### src/rtl/integer_partition_count_macros.svh
// ----------------------------------------------------------------------------
// integer_partition_count_macros.svh
// Assertion macros shared by the partition counter RTL.
// ----------------------------------------------------------------------------
`ifndef INTEGER_PARTITION_COUNT_MACROS_SVH
`define INTEGER_PARTITION_COUNT_MACROS_SVH

// Same-cycle implication, disabled while reset is asserted.
`define IPC_ASSERT_IMPLIES(label, clk, rst_n, ante, cons) \
    label: assert property (@(posedge clk) disable iff (!rst_n) (ante) |-> (cons)) \
        else $error("ipc assertion failed");

// Next-cycle implication, disabled while reset is asserted.
`define IPC_ASSERT_NEXT(label, clk, rst_n, ante, cons) \
    label: assert property (@(posedge clk) disable iff (!rst_n) (ante) |=> (cons)) \
        else $error("ipc assertion failed");

`endif

### src/rtl/ipc_pkg.sv
// ----------------------------------------------------------------------------
// ipc_pkg
// Shared widths, types and defaults for the partition counter.
// ----------------------------------------------------------------------------
package ipc_pkg;

    localparam int NUM_W           = 7;
    localparam int COUNT_W         = 32;
    localparam int MAX_ENTRIES_DEF = 128;

    typedef logic [NUM_W-1:0]   num_t;
    typedef logic [COUNT_W-1:0] count_t;

endpackage

### src/rtl/ipc_table_ram.sv
// ----------------------------------------------------------------------------
// ipc_table_ram
// Count table: one write port, two read ports, registered read data.
// ----------------------------------------------------------------------------
module ipc_table_ram #(
    parameter int DEPTH = ipc_pkg::MAX_ENTRIES_DEF,
    parameter int AW    = $clog2(DEPTH)
) (
    input  logic                clk,
    input  logic                wr_en,
    input  logic [AW-1:0]       wr_addr,
    input  ipc_pkg::count_t     wr_data,
    input  logic [AW-1:0]       rd_addr_a,
    input  logic [AW-1:0]       rd_addr_b,
    output ipc_pkg::count_t     rd_data_a,
    output ipc_pkg::count_t     rd_data_b
);
    import ipc_pkg::*;

    count_t mem [DEPTH];

    always_ff @(posedge clk)
    begin
        if (wr_en)
        begin
            mem[wr_addr] <= wr_data;
        end
    end

    // read-before-write: a same-address read returns the old word
    always_ff @(posedge clk)
    begin
        rd_data_a <= mem[rd_addr_a];
        rd_data_b <= mem[rd_addr_b];
    end

endmodule

### config.mk
export PLATFORM = sky130hd
export DESIGN_NAME = ipc_table_ram
export DESIGN_NICKNAME = d
export VERILOG_FILES = /design/src/rtl/integer_partition_count_macros.svh /design/src/rtl/ipc_pkg.sv /design/src/rtl/ipc_table_ram.sv
export SDC_FILE = /design/constraint.sdc
export NUM_CORES = 2
export LEC_CHECK = 0
export BUFFER_PORTS_ARGS = -buffer_cell sky130_fd_sc_hd__buf_2
export CAP_MARGIN = 20
export CORE_ASPECT_RATIO = 0.75
export CORE_UTILIZATION = 50
export CTS_CLUSTER_DIAMETER = 60
export CTS_CLUSTER_SIZE = 16
export DETAILED_ROUTE_END_ITERATION = 12
export HOLD_SLACK_MARGIN = 0.06
export PLACE_DENSITY_LB_ADDON = 0.15
export SLEW_MARGIN = 20
export SYNTH_ARGS = -nofsm -noshare
export SYNTH_HDL_FRONTEND = slang
export SYNTH_SLANG_ARGS = --single-unit
export TNS_END_PERCENT = 5
### constraint.sdc
create_clock -name clk -period 9.5 [get_ports clk]
set_clock_uncertainty 0.05 [all_clocks]
set_input_delay 0.95 -clock clk [delete_from_list [all_inputs] [get_ports clk]]
set_output_delay 0.95 -clock clk [all_outputs]
set_load 0.1 [all_outputs]
==> results_dict.tcl <==
set metrics [dict create \
    maxCapViolations 0 \
    final-hold-violation-count 0 \
    syn_inst 7701 \
    hold_depth 1 \
    regToRegEndpoint "rd_data_a[4]" \
    worst-path-buf-inv 3 \
    utilization_pct 54.8 \
    wl_per_cell_um 46.4 \
    setup.worst_path.end_class "register" \
    grt_pass1_vias 98100 \
    rows 195 \
    cts_tree "yes" \
    fillers 27400 \
    grt_use_total_pct 32.1 \
    cp_data_arrival_time_ns 5.10 \
    holdCritStartpoint "wr_data[21]" \
    core_area_um2 376000 \
    synth_cell_types 17 \
    yosys_warnings 0 \
    worstSkewPairLatency_ns 0.94 \
    rr_startpoint "mem[87][4]" \
    final-seq-area_um2 124000 \
    multiInputGateArea_um2 62900 \
    drv_slew 0 \
    synth-edff-count 4096 \
    dp_hpwl_mm 342 \
    start_util_pct 50.2 \
    grt_antenna_before_repair 62 \
    cpPeakStageDelay_ns 0.86 \
    fin_crit_sh_pct 45.7 \
    seq_area_frac_synth_pct 65.8 \
    grt_max_degree 139 \
    cts.sinks 4160 \
    worst-path-max-fanout 71 \
    critical_path_class "in2reg" \
    hp-class "in2reg" \
    syn_area_um2 189000 \
    clockBufferDepth 4 \
    holdWs_ns 0.211 \
    reg2reg_slack_ns 6.76 \
    die_w_um 711 \
    crit_chain "buf_12 -> buf_4 -> buf_4 -> mux4_2 -> mux4_2 -> mux4_2 -> mux2_2" \
    htreeDepth 5 \
    drtAntennaViolNets 0 \
    relSlewSlack_pct 18.9 \
    whs_endpoint "mem[32][21]" \
    clockRootBuffer "clkbuf_16" \
    synth_top_cell_area_share_pct 65.2 \
    setup_viol 0 \
    cp.required_ns 10.26 \
    drt-vias-per-instance 7.49 \
    routed_wl_mm 605 \
    die_h_um 534 \
    drt-pass1-iter-count 6 \
    cpMaxStageDelayCell "buf_4" \
    crit_family "multiplexers" \
    start_kind "input pin" \
    placedCellCount 12500 \
    synthToLayoutAreaGrowth_pct 9.09 \
    dieArea_um2 380000 \
    rsz0062_at_grt "false" \
    drive_gt1_share_pct 45.8 \
    max_freq_mhz 230 \
    syn-num-nets 7756 \
    yosysTopAreaCell "edfxtp_1" \
    post_cts_buffers 0 \
    grt_pass1_wl_mm 832 \
    min_period_ns 4.34 \
    synth.avg_cell_area_um2 24.5 \
    final-instance-count-excl-fill 13000 \
    cts_buffers 310 \
    port_buffers 118 \
    ir_drop_uv 128 \
    postSynth.asyncResetShare_pct 0 \
    power_leakage_nw 61.4 \
    cp_common_cell "mux4_2" \
    drtIter0Drc 15500 \
    ys.flop_type "edfxtp_1" \
    io_pins 119 \
    ctsResizeCount 0 \
    drc 0 \
    powerDensity_nw_per_um2 179 \
    globalplace.congestion 0.841 \
    fin_tns_setup_ns 0 \
    final_nets 7858 \
    worst_pin_slew_ns 1.22 \
    cp-startpoint "rd_addr_a[0]" \
    rr_worst_depth 4 \
    synthTopCellsByCount "edfxtp_1, mux4_2, clkbuf_1, buf_1, nor2_1" \
    yosys-top-cells-area "edfxtp_1, mux4_2, clkbuf_1" \
    cts_hold_buf 0 \
    clkTransAtPathRegs_ns 0.07 \
    vias 97700 \
    synth_most_common_cell "edfxtp_1" \
    gr-total-overflow 0 \
    ys_ff_latch 4160 \
    status "finished, final reports clean" \
]
==> worst reg2reg max path: stages (launching register included) <==
cell and delay [ns]:
edfxtp_1 0.41, mux4_2 0.49, mux4_2 0.64, mux4_2 0.66, mux2_2 0.36
==> final cells by class <==
type	count	area share [%]
diodes	55	0.0668
clock buffers	433	4.11
clock inverters	38	0.200
multi-input cells	2922	30.5
flip-flops and latches	4160	60.4
well taps	5023	3.05
repair buffers	409	1.67
==> per-layer routing <==
layer,up-vias,wire length (um),GRT usage [%]
met5,-,572,0.807
met4,26,25700,12.2
met3,1023,82700,10.3
met2,6902,272000,46.8
met1,54300,225000,45.7
li1,35400,-,-
==> metrics by stage <==
step | setup slack (ns) | cell area (um^2) | power (W)
6_report | 5.16 | 206000 | 0.0368
5_1_grt | 4.83 | 206000 | 0.0377
4_1_cts | 4.95 | 206000 | 0.0369
3_5_place_dp | 3.98 | 197000 | 0.0244
3_3_place_gp | 3.98 | 197000 | 0.0244
2_1_floorplan | 5.26 | 189000 | 0.0230
==> report_power, final <==
| part | total [W] | switching, W | leakage [nW] | internal (W) |
|---|---|---|---|---|
| Clock | 0.0128 | 0.00643 | 4.31 | 0.00636 |
| Combinational | 0.00364 | 0.00223 | 19.7 | 0.00141 |
| Sequential | 0.0204 | 0.000152 | 37.4 | 0.0203 |
==> kinds of logic after synthesis <==
logic type,Yosys count,synth area share [%]
buffers and inverters,619,1.34
and+or+nand+nor,170,0.369
muxes,2752,32.5
DFF,4160,65.8
==> worst max-delay path by stage <==
stage	endpoint	slack, ns	cells past startpoint
6_report	rd_data_a[19]	5.16	7
5_1_grt	rd_data_a[19]	4.83	7
4_1_cts	rd_data_a[19]	4.95	7
3_5_place_dp	rd_data_a[19]	3.98	7
3_3_place_gp	rd_data_a[19]	3.98	7
2_1_floorplan	mem[98][0]	5.26	3
==> cell usage in the layout (no fill, tap or decap) <==
master      Yosys  final
buf_12          0     36
buf_16          0      1
buf_2         103     74
buf_4          17    284
buf_6           2      8
buf_8           0      6
bufinv_16       0      5
clkbuf_1      365    110
clkbuf_16       0    321
clkbuf_8        0      2
clkinv_1        0      3
clkinv_2        0     12
clkinv_4        0      4
clkinv_8        0      2
clkinvlp_4      0      1
dfxtp_1        64     64
diode_2         0     55
edfxtp_1     4096   4096
inv_16          0      1
inv_6           0      7
inv_8           0      3
mux2_2         64     64
mux4_2       2688   2688
nand2_1        14     14
nand2b_1        2      2
nand3_1        12     10
nand3_2         0      2
nand4_1         3      3
nor2_1        122      3
nor2_4          0    119
nor2b_1         7      7
nor3_2          0      9
or3_1           1      1
==> flip-flops by register name, summed over array words and instances (netlist names) <==
name,cells
rd_data_a,32
mem,4096
rd_data_b,32
Power figures use the tool's default switching activity.
